[config.mk]
export PLATFORM = sky130hd
export DESIGN_NAME = motor_reply_frame_parser_unit
export DESIGN_NICKNAME = d
export VERILOG_FILES = /design/src/rtl/mrfp_pkg.sv /design/src/rtl/mrfp_parser.sv /design/src/rtl/mrfp_records.sv /design/src/rtl/motor_reply_frame_parser_unit.sv
export SDC_FILE = /design/constraint.sdc
export NUM_CORES = 1
export LEC_CHECK = 0
export ABC_AREA = 1
export BUFFER_PORTS_ARGS = -buffer_cell sky130_fd_sc_hd__buf_2
export CAP_MARGIN = 5
export CORE_MARGIN = 3
export CORE_UTILIZATION = 50
export CTS_CLUSTER_DIAMETER = 200
export DETAILED_ROUTE_END_ITERATION = 10
export PLACE_DENSITY = 0.65
export SYNTH_ARGS = -nofsm -noshare
export SYNTH_HDL_FRONTEND = slang
export SYNTH_SLANG_ARGS = --single-unit
[constraint.sdc]
create_clock -name clk -period 7.3 [get_ports clk]
set_clock_uncertainty 0.1 [all_clocks]
set_input_delay 1.46 -clock clk [delete_from_list [all_inputs] [get_ports clk]]
set_output_delay 1.46 -clock clk [all_outputs]
set_load 0.01 [all_outputs]
[src/rtl/mrfp_pkg.sv]
// Shared constants, types and the code length table of the motor reply frame parser.
`timescale 1ns / 1ps

package mrfp_pkg;

    localparam int RX_BUFFER_DEPTH = 8;
    localparam int BUF_IDX_W       = $clog2(RX_BUFFER_DEPTH);
    localparam int CNT_W           = $clog2(RX_BUFFER_DEPTH + 1);
    localparam int LEN_W           = 3;
    localparam int USED_BYTES      = 5;

    localparam int ADDR_W     = 8;
    localparam int CFG_IDX_W  = 1;
    localparam int CFG_DATA_W = 8;

    localparam logic [CFG_IDX_W-1:0] REG_FIRST_ADDR  = 1'b0;
    localparam logic [CFG_IDX_W-1:0] REG_SECOND_ADDR = 1'b1;

    localparam logic [ADDR_W-1:0] FIRST_ADDR_RESET  = 8'h01;
    localparam logic [ADDR_W-1:0] SECOND_ADDR_RESET = 8'h02;

    localparam logic [7:0] FC_ENCODER    = 8'h31;
    localparam logic [7:0] FC_SPEED      = 8'h35;
    localparam logic [7:0] FC_POSITION   = 8'h36;
    localparam logic [7:0] FC_POS_ERROR  = 8'h37;
    localparam logic [7:0] FC_MOTOR      = 8'h3A;
    localparam logic [7:0] FC_HOME       = 8'h3B;
    localparam logic [7:0] FC_HOME_MOTOR = 8'h3C;

    localparam logic [7:0] SIGN_POSITIVE = 8'h00;

    localparam logic [LEN_W-1:0] LEN_WORD  = 3'd6;
    localparam logic [LEN_W-1:0] LEN_SPEED = 3'd4;
    localparam logic [LEN_W-1:0] LEN_PAIR  = 3'd3;
    localparam logic [LEN_W-1:0] LEN_ACK   = 3'd2;

    localparam logic AXIS_FIRST  = 1'b0;
    localparam logic AXIS_SECOND = 1'b1;

    typedef enum logic [2:0] {
        PH_ADDR = 3'b001,
        PH_CODE = 3'b010,
        PH_DATA = 3'b100
    } phase_t;

    typedef struct packed {
        logic                       done;
        logic                       axis;
        logic [7:0]                 code;
        logic [USED_BYTES-1:0][7:0] data;
    } frame_t;

    typedef struct packed {
        logic [31:0] position;
        logic [15:0] speed;
        logic [15:0] encoder;
        logic [31:0] pos_error;
        logic [7:0]  motor_flags;
        logic [7:0]  home_flags;
        logic [7:0]  last_ack;
    } rec_t;

    function automatic logic [LEN_W-1:0] length_for_code(input logic [7:0] code);
        logic [LEN_W-1:0] len;
        case (code)
            FC_POSITION, FC_POS_ERROR: len = LEN_WORD;
            FC_SPEED:                  len = LEN_SPEED;
            FC_ENCODER, FC_HOME_MOTOR: len = LEN_PAIR;
            default:                   len = LEN_ACK;
        endcase
        return len;
    endfunction

endpackage

[src/rtl/mrfp_parser.sv]
// Byte parser: address match, function code and data byte collection.
`timescale 1ns / 1ps

module mrfp_parser (
    input  logic                           clk,
    input  logic                           rst_n,
    input  logic                           cfg_we,
    input  logic [mrfp_pkg::CFG_IDX_W-1:0] cfg_index,
    input  logic [mrfp_pkg::CFG_DATA_W-1:0] cfg_wdata,
    input  logic                           accept,
    input  logic [7:0]                     rx_byte,
    output logic                           last_pending,
    output mrfp_pkg::frame_t               frame
);
    import mrfp_pkg::*;

    logic [ADDR_W-1:0] first_addr_reg;
    logic [ADDR_W-1:0] second_addr_reg;
    phase_t            phase_reg;
    phase_t            phase_next;
    logic              axis_reg;
    logic              axis_next;
    logic [7:0]        code_reg;
    logic [7:0]        code_next;
    logic [CNT_W-1:0]  count_reg;
    logic [CNT_W-1:0]  count_next;
    logic [LEN_W-1:0]  expected_reg;
    logic [LEN_W-1:0]  expected_next;
    logic [7:0]        buf_reg [RX_BUFFER_DEPTH];
    logic              room;
    logic [CNT_W-1:0]  count_inc;
    logic              buf_we;

    assign room      = count_reg < CNT_W'(RX_BUFFER_DEPTH);
    assign count_inc = room ? count_reg + CNT_W'(1) : count_reg;
    assign last_pending = (phase_reg == PH_DATA) && (count_inc >= CNT_W'(expected_reg));
    assign buf_we    = accept && (phase_reg == PH_DATA) && room;

    always_ff @(posedge clk or negedge rst_n)
    begin
        if (!rst_n)
        begin
            first_addr_reg  <= FIRST_ADDR_RESET;
            second_addr_reg <= SECOND_ADDR_RESET;
        end
        else if (cfg_we)
        begin
            case (cfg_index)
                REG_FIRST_ADDR:  first_addr_reg  <= cfg_wdata[ADDR_W-1:0];
                REG_SECOND_ADDR: second_addr_reg <= cfg_wdata[ADDR_W-1:0];
                default:         ;
            endcase
        end
    end

    always_comb
    begin
        phase_next    = phase_reg;
        axis_next     = axis_reg;
        code_next     = code_reg;
        count_next    = count_reg;
        expected_next = expected_reg;
        if (accept)
        begin
            case (phase_reg)
                PH_ADDR:
                begin
                    if (rx_byte == first_addr_reg)
                    begin
                        axis_next  = AXIS_FIRST;
                        phase_next = PH_CODE;
                    end
                    else if (rx_byte == second_addr_reg)
                    begin
                        axis_next  = AXIS_SECOND;
                        phase_next = PH_CODE;
                    end
                end
                PH_CODE:
                begin
                    code_next     = rx_byte;
                    count_next    = '0;
                    expected_next = length_for_code(rx_byte);
                    phase_next    = PH_DATA;
                end
                PH_DATA:
                begin
                    count_next = count_inc;
                    if (last_pending)
                    begin
                        phase_next = PH_ADDR;
                    end
                end
                default:
                begin
                    phase_next = PH_ADDR;
                end
            endcase
        end
    end

    always_ff @(posedge clk or negedge rst_n)
    begin
        if (!rst_n)
        begin
            phase_reg    <= PH_ADDR;
            axis_reg     <= AXIS_FIRST;
            code_reg     <= '0;
            count_reg    <= '0;
            expected_reg <= '0;
        end
        else
        begin
            phase_reg    <= phase_next;
            axis_reg     <= axis_next;
            code_reg     <= code_next;
            count_reg    <= count_next;
            expected_reg <= expected_next;
        end
    end

    always_ff @(posedge clk)
    begin
        if (buf_we)
        begin
            buf_reg[count_reg[BUF_IDX_W-1:0]] <= rx_byte;
        end
    end

    // The completing byte is always the check byte, so only stored bytes feed the record.
    always_comb
    begin
        frame.done = accept && last_pending;
        frame.axis = axis_reg;
        frame.code = code_reg;
        for (int i = 0; i < USED_BYTES; i++)
        begin
            frame.data[i] = buf_reg[i];
        end
    end

`ifndef SYNTHESIS
    assert property (@(posedge clk) disable iff (!rst_n) $onehot(phase_reg))
        else $error("Parser phase is not one-hot.");
    assert property (@(posedge clk) disable iff (!rst_n)
        (phase_reg == PH_DATA) |-> (count_reg < CNT_W'(expected_reg)))
        else $error("Data count reached the frame length without completing.");
    assert property (@(posedge clk) disable iff (!rst_n)
        frame.done |=> (phase_reg == PH_ADDR))
        else $error("Parser did not return to address search after a frame.");
`endif

endmodule

[src/rtl/mrfp_records.sv]
// Per-axis status records and their update from a completed frame.
`timescale 1ns / 1ps

module mrfp_records (
    input  logic             clk,
    input  logic             rst_n,
    input  mrfp_pkg::frame_t frame,
    output mrfp_pkg::rec_t   upd
);
    import mrfp_pkg::*;

    rec_t        rec_reg [2];
    rec_t        cur;
    logic [31:0] word_mag;
    logic [15:0] half_mag;

    assign cur      = rec_reg[frame.axis];
    assign word_mag = {frame.data[1], frame.data[2], frame.data[3], frame.data[4]};
    assign half_mag = {frame.data[1], frame.data[2]};

    always_comb
    begin
        upd = cur;
        case (frame.code)
            FC_POSITION:
                upd.position = (frame.data[0] == SIGN_POSITIVE) ? word_mag : -word_mag;
            FC_POS_ERROR:
                upd.pos_error = (frame.data[0] == SIGN_POSITIVE) ? word_mag : -word_mag;
            FC_SPEED:
                upd.speed = (frame.data[0] == SIGN_POSITIVE) ? half_mag : -half_mag;
            FC_ENCODER:
                upd.encoder = {frame.data[0], frame.data[1]};
            FC_MOTOR:
                upd.motor_flags = frame.data[0];
            FC_HOME:
                upd.home_flags = frame.data[0];
            FC_HOME_MOTOR:
            begin
                upd.home_flags  = frame.data[0];
                upd.motor_flags = frame.data[1];
            end
            default:
                upd.last_ack = frame.data[0];
        endcase
    end

    always_ff @(posedge clk or negedge rst_n)
    begin
        if (!rst_n)
        begin
            rec_reg[0] <= '0;
            rec_reg[1] <= '0;
        end
        else if (frame.done)
        begin
            rec_reg[frame.axis] <= upd;
        end
    end

endmodule

[src/rtl/motor_reply_frame_parser_unit.sv]
// Top level of the motor reply frame parser: handshakes and the result register.
//
//   channel  direction  handshake            payload
//   in       input      in_valid / in_ready  rx_byte
//   out      output     out_valid/out_ready  axis, func_code, position, speed, encoder_value,
//                                            position_error, motor_flags, home_flags, last_ack
//   cfg      input      cfg_we               cfg_index, cfg_wdata
//
// One byte is taken per cycle; a completed reply appears on the output in the cycle after
// its last byte. The result register decouples the two sides: bytes keep flowing while a
// record waits, and only the byte that would complete the next reply is held off until the
// waiting record is taken. Reset clears the parser and both records, resets the addresses.
`timescale 1ns / 1ps

module motor_reply_frame_parser_unit (
    input  logic                            clk,
    input  logic                            rst_n,
    input  logic                            cfg_we,
    input  logic [mrfp_pkg::CFG_IDX_W-1:0]  cfg_index,
    input  logic [mrfp_pkg::CFG_DATA_W-1:0] cfg_wdata,
    input  logic                            in_valid,
    output logic                            in_ready,
    input  logic [7:0]                      rx_byte,
    output logic                            out_valid,
    input  logic                            out_ready,
    output logic                            axis,
    output logic [7:0]                      func_code,
    output logic signed [31:0]              position,
    output logic signed [15:0]              speed,
    output logic [15:0]                     encoder_value,
    output logic signed [31:0]              position_error,
    output logic [7:0]                      motor_flags,
    output logic [7:0]                      home_flags,
    output logic [7:0]                      last_ack
);
    import mrfp_pkg::*;

    logic       accept;
    logic       last_pending;
    frame_t     frame;
    rec_t       upd;
    logic       out_valid_reg;
    logic       out_valid_next;
    logic       axis_reg;
    logic [7:0] code_reg;
    rec_t       rec_out_reg;

    assign in_ready = !out_valid_reg || out_ready || !last_pending;
    assign accept   = in_valid && in_ready;

    mrfp_parser u_parser (
        .clk          (clk),
        .rst_n        (rst_n),
        .cfg_we       (cfg_we),
        .cfg_index    (cfg_index),
        .cfg_wdata    (cfg_wdata),
        .accept       (accept),
        .rx_byte      (rx_byte),
        .last_pending (last_pending),
        .frame        (frame)
    );

    mrfp_records u_records (
        .clk   (clk),
        .rst_n (rst_n),
        .frame (frame),
        .upd   (upd)
    );

    always_comb
    begin
        if (frame.done)
        begin
            out_valid_next = 1'b1;
        end
        else if (out_ready)
        begin
            out_valid_next = 1'b0;
        end
        else
        begin
            out_valid_next = out_valid_reg;
        end
    end

    always_ff @(posedge clk or negedge rst_n)
    begin
        if (!rst_n)
        begin
            out_valid_reg <= 1'b0;
        end
        else
        begin
            out_valid_reg <= out_valid_next;
        end
    end

    always_ff @(posedge clk)
    begin
        if (frame.done)
        begin
            axis_reg    <= frame.axis;
            code_reg    <= frame.code;
            rec_out_reg <= upd;
        end
    end

    assign out_valid      = out_valid_reg;
    assign axis           = axis_reg;
    assign func_code      = code_reg;
    assign position       = $signed(rec_out_reg.position);
    assign speed          = $signed(rec_out_reg.speed);
    assign encoder_value  = rec_out_reg.encoder;
    assign position_error = $signed(rec_out_reg.pos_error);
    assign motor_flags    = rec_out_reg.motor_flags;
    assign home_flags     = rec_out_reg.home_flags;
    assign last_ack       = rec_out_reg.last_ack;

`ifndef SYNTHESIS
    assert property (@(posedge clk) disable iff (!rst_n)
        frame.done |-> (!out_valid_reg || out_ready))
        else $error("A completed reply would overwrite a record not yet taken.");
    assert property (@(posedge clk) disable iff (!rst_n)
        frame.done |=> (out_valid && (axis == $past(frame.axis))))
        else $error("Completed reply was not presented for its axis.");
    assert property (@(posedge clk) disable iff (!rst_n)
        (out_valid_reg && !out_ready && !frame.done) |=> out_valid_reg)
        else $error("Waiting record was dropped before its beat completed.");
`endif

endmodule

Yosys cells after proc, flatten, opt, wreduce, memory -nomap -nowiden. Memory sizes are Yosys's and may differ from the RTL's. Cells that the tools add are included.

Bits of input ports: 22. Register bits after elaboration: 405. Memories kept: 1. Output and inout port bits: 131. RAM bits: 64. Word-level logic and storage cells: 112.

Eq/ne operators: 19. Bitwise gates (word level): 2. Multiplexer cells: 28. Reduce and logical (&&, ||, !) cells: 24. Order comparisons: 4. Add/subtract/negate cells: 3.

Memories: u_parser.buf_reg (depth 8, width 8, rd ports 5, clocked after Yosys merged registers in 0, write ports 1, line mrfp_parser.sv:29) `logic [7:0] buf_reg [RX_BUFFER_DEPTH];`.

Operator list (count): two-way mux 120 bit (4); bitwise mux 240 bit (1); demux 120 bit (select 1 bit) (1); == test 8 x 6 -> 1 bit, second input constant (12); two-way mux 32 bit (3); two-way mux 16 bit (3); negator 32 bit (1); one-hot mux 3 bit (3 select lines) (2); == test 8 bit (2); two-way mux 8 bit (2); negator 16 bit (1); one-hot mux 8 bit (2 select lines) (1); two-way mux 3 bit (3); zero test 8 bit (1); one-hot mux 4 bit (2 select lines) (1); AND reduction 2 bit (4); OR reduction 7 bit (1); logical AND 1 bit (6); two-way mux 1 bit (6); AND reduction 3 bit (2); nonzero test 2 bit (3); OR reduction 2 bit (3); adder 4 x 1 -> 4 bit, second input constant (1); >= comparator 4 x 3 -> 1 bit (1); 13 further kinds (15).

Depth between registers and ports, before layout. Gate-level depths: netlist of run 1.

Word-level depth: 11. Mapped depth: 17. Depth with buffers taken out: 16.

Cells and area by module. From an unflattened synthesis of run 1, not the netlist that was laid out.

Cells, all modules: 2297. Area, all modules: 20389.6 um2.

Modules (own cells, without submodules): mrfp_records (seq. area each 6005.8 um2, cells each 1883, instances 1, area an instance 13392.8 um2); motor_reply_frame_parser_unit (seq. area each 3898.7 um2, cells each 135, instances 1, area an instance 3928.8 um2); mrfp_parser (seq. area each 2080.7 um2, cells each 279, instances 1, area an instance 3067.9 um2).

Worst setup path after synthesis of run 1. OpenSTA, ideal clock, no wires.

Path kind: input-to-reg. Start: input out_ready. End: register axis_reg, in the netlist axis (enable). Data arrival time: 4.262 ns. Setup slack: 2.456 ns. Stages: 4. Data required time: 6.719 ns. Path buffers: 0. Library setup time: 0.481 ns. Cells stage by stage: inv_1 -> nand2_1 -> nand4_4 -> inv_1.

RTL lines: from (decl) (line motor_reply_frame_parser_unit.sv:25) `input logic out_ready,`; to (signal assigned) (line motor_reply_frame_parser_unit.sv:102) `axis_reg <= frame.axis;`; to (decl) (line motor_reply_frame_parser_unit.sv:44) `logic axis_reg;`.

Worst setup path after layout of run 1.
Start: register u_parser.count_reg[0]. End: register u_records.rec_reg[4] (netlist name).

Word-level cells in the longest chain between the ends: 8. Elaborated cells between the ends (all ways): 9. Those cells by class: add/sub (1); order compare (2); mux (1); reduce/logical (5).

RTL lines: from (decl) (line mrfp_parser.sv:25) `logic [CNT_W-1:0] count_reg;`; from (signal assigned) (line mrfp_parser.sv:117) `count_reg <= count_next;`; adder 4 x 1 -> 4 bit / less-than comparator 4 bit (equally long branches) (line mrfp_parser.sv:35, mrfp_parser.sv:34); two-way mux 4 bit * (line mrfp_parser.sv:35) `assign count_inc = room ? count_reg + CNT_W'(1) : count_reg;`; >= comparator 4 x 3 -> 1 bit * (line mrfp_parser.sv:36) `assign last_pending = (phase_reg == PH_DATA) && (count_inc >= CNT_W'(expected_reg));`; logical AND 1 bit * (line mrfp_parser.sv:36); zero test 1 bit (line motor_reply_frame_parser_unit.sv:48) `assign in_ready = !out_valid_reg || out_ready || !last_pending;`; logical OR 1 bit (line motor_reply_frame_parser_unit.sv:48); logical AND 1 bit (line motor_reply_frame_parser_unit.sv:49) `assign accept = in_valid && in_ready;`; logical AND 1 bit * (line mrfp_parser.sv:133) `frame.done = accept && last_pending;`; to (signal, indexed assignment) (line mrfp_records.sv:56) `rec_reg[frame.axis] <= upd;`; to (decl) (line mrfp_records.sv:12) `rec_t rec_reg [2];`.

Mark *: on every way between the ends. The rest lies on a longest branch, timed or not. A chain may end at the register's enable or synchronous reset.

==> parameters.txt, run 1 <==
Parameter                              Value

Setup path
  Nature of the critical path startpoint ... flip-flop
  Delay contributed by the slowest stage of the critical path ... 0.64 ns
  Worst EP arrival ... 4.35 ns
  Levels on crit path ... 15
  Critical setup path kind ... flip-flop to flip-flop
  Worst path cell trace ... ha_1, nand2_1, o21ai_0, ha_1, nand2_1, nand2_1, nand2_1, nand2_2, nand4_4, nor2_4, buf_12, clkinv_2, buf_4, nand2_1, nand2_1
  Type of element capturing the critical path ... flip-flop
  Crit-path max FO ... 166
  Slowest cell on crit path ... clkinv_2
  Most prevalent standard cell on the critical path ... nand2_1
  Top cell family by delay on the critical path ... buffers and inverters
  Register-to-Register Path Depth ... 15
  Critical path data required time ... roughly 7.7 ns
  Count of buffer and inverter cells on the critical path ... 3

Synthesis
  Yosys Warn Count ... 0
  Library cells used by synthesis ... 48
  Async set or reset register ratio after synthesis ... ~62%
  Synthesized area per cell ... 8.969 um2
  Post-synthesis sequential element count ... 445
  Adder and majority gate portion of the synthesized area ... 0.3654%
  Synth Instances ... 2291
  Fraction of the mapped netlist area in compound gates ... 7.551%
  Largest family of logic cells by synthesized area ... simple AND/OR/NAND/NOR gates
  Simple-Gate Fraction of Synth Area ... 25.86%
  Post-synthesis instance area ... 0.02055 mm2
  Most common flop cell mapped by yosys ... dfrtp_1
  EDFF count, synth ... 169
  Xor and xnor area share after synthesis ... 1.662%
  Share of the yosys chip area belonging to registers ... about three fifths
  Syn_nets ... 2319
  Mux cell area share after synthesis ... 0.4872%

Timing
  Summed negative setup slack over all endpoints ... 0 ns
  Max Slew Vio Count ... 0
  Tcrit/Tclk final ... 54.66%
  Number of failing hold endpoints at the final stage ... 0
  Highest Clock Rate ... 250.6 MHz
  Final critical delay including setup and external delays ... 3.990 ns
  Worst slew pin tran ... 1.224 ns
  Relative slew slack ... between 10% and 20%
  RSZ-0062 raised after global routing ... no
  Final setup viols ... 0

Global routing
  Antenna violations before repair ... 1
  Number of global-route vias before repair ... 15325
  First-pass GRT wire length ... about 86000 um
  Global-route usage over all layers ... between 20% and 30%
  Pin count of the biggest net entering global routing ... between 150 and 200
  GR Overflow Total ... 0

CTS
  Post-CTS setup repair buffer count ... 0
  Number of clock sinks seen by CTS ... 445
  Number of buffers inserted for hold repair after clock tree synthesis ... 0
  Clock latency on the worst-skew pair ... 0.57 ns
  Cells resized by post-CTS repair ... 0
  Clock slew at the register clock pins of the worst setup and hold paths ... around 0.060 ns
  TritonCTS clock tree ... done
  Cell at the root of the clock tree ... clkbuf_16
  Worst-case clock buffer depth ... 3
  H-tree depth ... 2
  Total clock buffers created by CTS ... 48

Finish
  Synthesis-to-finish area growth ... 12.03%
  Diodes inserted ... 0
  Final instance area ... 0.02302 mm2
  Layout cell share with drive strength beyond 1 ... between 10% and 20%
  Max reg flops ... 240
  Layout net count ... 2435

Placed design
  Placed cell area ... between 0.02 and 0.025 mm2
  Gpl congestion ... ~0.94
  Port-buffer cells ... 152
  DPL Wire Length ... 34580 um

Route
  Drt via density ... 5.412
  First-pass iteration count of the detailed router ... 6
  Average wire length per cell after detail routing ... about 18 um
  Final wirelength ... 54480 um
  Vias ... 16073
  Post-route ant nets ... 0
  Number of remaining DRC errors ... 0
  DRT iter0 DRCs ... around 1500

Die
  Die Wd ... around 210 um
  Die outline area ... 0.04356 mm2
  Total core area ... between 0.04 and 0.05 mm2
  Die H ... ~210 um
  Boundary Pins ... roughly 150
  Number of standard-cell rows in the floorplan ... 73
  Starting utilization of the core area ... 51.13%

Hold path
  Class of the tightest hold or removal check ... flip-flop to flip-flop
  Hold-critical path depth ... 2

Outcome
  Status ... completed

Pwr
  Worst VDD drop ... 0.2766 mV
  Power density cells ... 253.6 mW/mm2
  Leak pwr ... 11.12 nW

Job
  Maximum Capacitance Violations ... 0
-- cells in the final DEF, fill, tap and decap left out, drive strengths merged, types with 3 or more instances in the layout --
cell type and count:
dfstp 3, nand3 165, clkbuf 69, nor3 12, edfxtp 169, nand4 14
a31oi 4, clkinv 19, mux2i 10, dfrtp 273, and2 32, a21boi 7
o21ai 156, inv 160, o22ai 9, buf 169, or2 7, nor2 82
xor2 35, o211ai 57, nand2 966, xnor2 4, a21oi 7, ha 6
-- worst min-delay path: stages (launching register included) --
cell and delay (ns):
dfrtp_1 0.34, nand2_1 0.05, nand2_1 0.05
-- worst paths after layout --
kind	from	to	slack [ns]
setup / recovery	u_parser.count_reg[0]$_DFFE_PN0P_	u_records.rec_reg[4]$_DFFE_PN0P_	3.31
hold / removal	u_records.rec_reg[180]$_DFFE_PN0P_	u_records.rec_reg[180]$_DFFE_PN0P_	0.37
setup reg to reg	u_parser.count_reg[0]$_DFFE_PN0P_	u_records.rec_reg[4]$_DFFE_PN0P_	3.31
hold reg to reg	u_records.rec_reg[180]$_DFFE_PN0P_	u_records.rec_reg[180]$_DFFE_PN0P_	0.37
max in group asynchronous	rst_n	u_parser.axis_reg$_DFFE_PN0P_	4.84
min in group asynchronous	rst_n	u_records.rec_reg[93]$_DFFE_PN0P_	0.83
-- report_power, final --
part           internal, mW  total, mW  leakage (nW)  switching (mW)
sequential             2.72       2.80          5.13          0.0862
combinational         0.237      0.747          5.27           0.511
clock                  1.30       2.29         0.717           0.985
-- cell type report --
class                           count  area [um2]
Multi-Input combinational cell   1582        7387
Fill cell                        3578       17170
Inverter                          161       610.6
Sequential cell                   445       11990
Timing Repair Buffer              169       923.4
Clock inverter                     19       120.1
Tap cell                          525       656.9
Clock buffer                       69        1331
-- cells in the mapped netlist (5+ instances only) --
master / instances / share of area, %
nor2_1: 74 / 1.4
clkbuf_1: 28 / 0.51
xor2_1: 35 / 1.5
nand2_1: 959 / 18
nor3_1: 9 / 0.22
or2_2: 7 / 0.21
inv_2: 9 / 0.16
buf_4: 13 / 0.47
o211ai_1: 49 / 1.8
inv_1: 151 / 2.8
and2_1: 32 / 0.97
dfrtp_1: 273 / 33
o22ai_1: 9 / 0.27
o21ai_2: 19 / 0.81
o21ai_0: 94 / 2.3
buf_2: 50 / 1.2
edfxtp_1: 169 / 25
nand3_1: 163 / 4.0
nand2_2: 7 / 0.21
nand4_1: 11 / 0.33
nor2_4: 5 / 0.27
a21boi_0: 6 / 0.22
mux2i_1: 10 / 0.49
o211ai_2: 8 / 0.49
ha_1: 6 / 0.37
buf_6: 10 / 0.55
o21ai_1: 42 / 1.0
a21oi_1: 7 / 0.17
-- per-stage QoR --
step	instances	setup WS, ns	hold WS, ns	utilization (%)	total power, mW
global placement	2882	3.089	0.3539	53.66	3.576
global route	2970	2.965	0.3879	57.28	6.070
detailed placement	2882	3.037	0.3613	53.66	3.594
finish	2970	3.310	0.3727	57.28	5.837
CTS	2970	3.301	0.3750	57.28	5.877
floorplan	2291	2.456	0.3415	-	3.363
-- per-layer routing --
layer / wire (um) / vias up / global-route usage [%]
met3: 3756 / 107 / 3.768
met4: 1600 / 2 / 8.245
met1: 24560 / 7751 / 36.57
li1: - / 7671 / -
met5: 9 / - / 0.1112
met2: 24560 / 542 / 38.06
-- cells by family (layout without fill, tap and decap cells) --
| family | Yosys count | count (layout) |
|---|---|---|
| AND/OR/NAND/NOR | 1281 | 1281 |
| flip-flops | 445 | 445 |
| buffers and inverters | 264 | 418 |
| AO/OA/AOI/OAI | 246 | 246 |
| XOR/XNOR | 39 | 39 |
| multiplexers | 10 | 10 |
| adder cells (fa/ha/maj) | 6 | 6 |
Note: power is estimated with default switching activity, not from simulation.
==> run 2: changes to the inputs <==
- ABC_AREA: 1 -> 0
- clock period: 7.3 -> 3.75 ns (I/O delays scaled with it)
==> parameters.txt, run 2 <==
Parameter                              Value

Setup path
  Crit-path max FO ... 11 (-93%)
  Critical path data required time ... 2.90 ns (-4.76 ns)
  Reg2reg setup slack ... 0.31 ns (-3.00 ns)
  Worst path cell trace ... ha_1, mux2_4, ha_4, o21ai_2, o21ai_2, nand3_1, buf_2
  Count of buffer and inverter cells on the critical path ... 1 (-2)
  Most prevalent standard cell on the critical path ... o21ai_2
  Worst EP arrival ... 2.65 ns (-1.70 ns)
  Nature of the critical path startpoint ... flip-flop
  Slowest cell on crit path ... dfrtp_1
  Delay contributed by the slowest stage of the critical path ... 0.50 ns (-0.14 ns)
  Critical setup path kind ... flip-flop to output pin
  Type of element capturing the critical path ... output pin
  Top cell family by delay on the critical path ... adder cells

Finish
  Area occupied by registers ... 0.01199 mm2 (unchanged)
  Layout net count ... 1849 (-24%)
  Most frequent standard cell in the layout excluding fill and tap cells ... dfrtp_1
  Fin util ... 58.57% (+1.3 points)
  Diodes inserted ... 0 (unchanged)
  Fill cell instance count of the final layout ... 3249 (-9.2%)
  Layout cell share with drive strength beyond 1 ... 23.56% (+11 points)
  Max reg flops ... 240 (unchanged)
  Area of the multi-input gates ... 0.007264 mm2 (-1.7%)
  Commonest non-fill, non-tap cells in the layout ... 272 x dfrtp_1, 204 x nand2_1, 169 x edfxtp_1, 159 x o21ai_0, 151 x buf_2
  Synthesis-to-finish area growth ... 15.14%

Synthesis
  Leading cell type by number of instances after synthesis ... dfrtp_1
  Xor and xnor area share after synthesis ... 2.964% (+1.3 points)
  Syn_nets ... 1717 (-26%)
  Top cell type by total area after synthesis ... dfrtp_1
  Synth Instances ... 1689 (-26%)
  Area share of the leading cell type in the synthesized netlist ... 34.51% (+1.3 points)
  Mux cell area share after synthesis ... 9.487% (+9.0 points)
  Synthesized area per cell ... 11.72 um2 (+31%)
  Post-synthesis instance area ... 0.01980 mm2 (-3.7%)
  Share of the yosys chip area belonging to registers ... 60.54% (+2.2 points)
  Library cells used by synthesis ... 66 (+38%)
  Synth area leaders ... dfrtp_1 35%, edfxtp_1 26%, mux2_2 7.1%, o21ai_0 4.2%, nand2_1 3.9%
  Most numerous cell types in the synthesized netlist ... 273 x dfrtp_1, 206 x nand2_1, 169 x edfxtp_1
  EDFF count, synth ... 169 (unchanged)
  Post-synthesis sequential element count ... 445 (unchanged)
  Largest family of logic cells by synthesized area ... compound AO/OA/AOI/OAI gates
  Async set or reset register ratio after synthesis ... 62.02% (unchanged)
  Yosys Warn Count ... 0 (unchanged)
  Most common flop cell mapped by yosys ... dfrtp_1
  Adder and majority gate portion of the synthesized area ... 0.3792% (+0.014 points)
  Simple-Gate Fraction of Synth Area ... 11.36% (-14 points)
  Fraction of the mapped netlist area in compound gates ... 12.14% (+4.6 points)

Global routing
  First-pass GRT wire length ... 72530 um (-16%)
  Antenna violations before repair ... 1 (unchanged)
  Global-route usage over all layers ... 22.01% (-2.8 points)
  Number of global-route vias before repair ... 12769 (-17%)
  Pin count of the biggest net entering global routing ... 105 (-37%)
  GR Overflow Total ... 0 (unchanged)

Timing
  Number of failing hold endpoints at the final stage ... 0 (unchanged)
  Relative slew slack ... 43.79% (+26 points)
  Highest Clock Rate ... 285.4 MHz
  Final critical delay including setup and external delays ... 3.504 ns
  RSZ-0062 raised after global routing ... no
  Tcrit/Tclk final ... 93.44%
  Max Slew Vio Count ... 0 (unchanged)
  Final setup viols ... 0 (unchanged)
  Worst-case hold slack ... 0.1210 ns (-0.2517 ns)
  Worst slew pin tran ... 0.8432 ns (-0.3809 ns)

Route
  Vias ... 13248 (-18%)
  Average wire length per cell after detail routing ... 19.39 um (+5.7%)
  Drt via density ... 5.573 (+3.0%)
  Post-route ant nets ... 0 (unchanged)
  First-pass iteration count of the detailed router ... 7 (+1)
  Final wirelength ... 46090 um (-15%)
  DRT iter0 DRCs ... 958 (-36%)
  Number of remaining DRC errors ... 0 (unchanged)

Outcome
  Status ... completed

Die
  Total core area ... 0.03892 mm2 (-3.2%)
  Die H ... 205.0 um (-1.8%)
  Die Wd ... 205.0 um (-1.8%)
  Die outline area ... 0.04202 mm2 (-3.5%)
  Boundary Pins ... 153 (unchanged)
  Number of standard-cell rows in the floorplan ... 72 (-1.4%)
  Starting utilization of the core area ... 50.87% (-0.26 points)

CTS
  Worst-case clock buffer depth ... 3 (unchanged)
  Clock slew at the register clock pins of the worst setup and hold paths ... 0.06 ns (about the same)
  Number of clock sinks seen by CTS ... 445 (unchanged)
  Total clock buffers created by CTS ... 47 (-2.1%)
  Cell at the root of the clock tree ... clkbuf_16
  Clock latency on the worst-skew pair ... 0.57 ns (about the same)
  Cells resized by post-CTS repair ... 0 (unchanged)
  Post-CTS setup repair buffer count ... 0 (unchanged)
  TritonCTS clock tree ... done
  Number of buffers inserted for hold repair after clock tree synthesis ... 0 (unchanged)
  H-tree depth ... 2 (unchanged)

Pwr
  Switching share of power ... 22.36% (-4.7 points)
  Share of total power in combinational logic ... 5.3% (-7.5 points)
  Sequential group share of total power ... 49.9% (+1.9 points)
  Power density cells ... 454.6 mW/mm2 (+79%)
  Share of power burned in the clock network ... 44.7% (+5.5 points)
  Worst VDD drop ... 0.3914 mV (+41%)
  Net load switching power ... 2.317 mW (+46%)
  Cell internal power dissipation ... 8.046 mW (+89%)
  Leak pwr ... 9.667 nW (-13%)

Job
  Maximum Capacitance Violations ... 0 (unchanged)

Placed design
  Port-buffer cells ... 152 (unchanged)
  DPL Wire Length ... 29990 um (-13%)
  Gpl congestion ... 0.8862 (-5.3%)

Hold path
  Class of the tightest hold or removal check ... input pin to async pin
## run 2: changes by cell type after synthesis, sizes merged, moves of 40 or more
cell    delta
nand2    -760
nand3    -155
mux2     +125
inv      -116
a21oi    +103
nor2b     +72
a211oi    +69
o211ai    -56
xnor2     +42
clkbuf    +40
## run 2: final timing paths
check	cells past startpoint	to	startpoint
min in group clk	2	u_parser.second_addr_reg[6]$_DFFE_PN0P_	cfg_wdata[6]
setup reg to reg	9	u_parser.buf_reg[2][5]$_DFFE_PP_	u_parser.count_reg[0]$_DFFE_PN0P_
hold reg to reg	2	u_records.rec_reg[223]$_DFFE_PN0P_	u_records.rec_reg[223]$_DFFE_PN0P_
max in group asynchronous	2	u_parser.first_addr_reg[0]$_DFFE_PN1P_	rst_n
setup / recovery	7	in_ready	u_parser.count_reg[0]$_DFFE_PN0P_
hold / removal	1	u_records.rec_reg[105]$_DFFE_PN0P_	rst_n
## run 2: layout make-up
class | count | share of cell area (%)
clock buffer | 70 | 6.082
multi-input combinational | 1091 | 31.87
tap | 518 | 2.843
inverter | 45 | 0.7410
timing repair buffer | 191 | 5.160
clock inverter | 17 | 0.7081
sequential | 445 | 52.60
## run 2: power by group through the flow
stage	Combinational, mW	Clock [mW]	Sequential [mW]
2_1_floorplan	0.417	0	5.21
3_3_place_gp	0.540	0	5.27
3_5_place_dp	0.550	0	5.27
4_1_cts	0.552	4.74	5.18
5_1_grt	0.603	4.94	5.18
6_report	0.552	4.64	5.18
## run 2: cell families after synthesis
kind of cell | after synthesis
AND/OR/NAND/NOR | 448
flip-flops | 445
AO/OA/AOI/OAI | 410
multiplexers | 172
buffers and inverters | 153
XOR/XNOR | 55
adder cells (fa/ha/maj) | 6
## run 2: stage by stage
stage                     worst slack, ns  std cells  TNS, ns  instance area (um2)  total power, mW
after floorplan                    -1.946       1689  -227.20                19830            5.624
after global placement             0.4222       2290        0                21240            5.807
after detailed placement           0.3383       2290        0                21240            5.819
after CTS                         0.05882       2377        0                22790            10.46
after global routing              0.06896       2377        0                22790            10.73
final                              0.2459       2377        0                22790            10.36
## run 2: worst reg2reg max path, cell delays in order (launching register included)
cell,delay [ns]
dfrtp_1,0.50
ha_1,0.35
mux2_4,0.29
ha_4,0.17
nor3b_1,0.28
o21ai_2,0.20
a21oi_1,0.54
nand2_1,0.23
nor3b_1,0.27
buf_4,0.21
## run 2: routing by layer
metal	vias up	wire length, um	GRT usage (%)
met1	6542	20010	29.64
met4	2	1227	7.127
li1	6297	-	-
met2	329	22570	36.91
met3	78	2275	3.416
met5	-	7	0
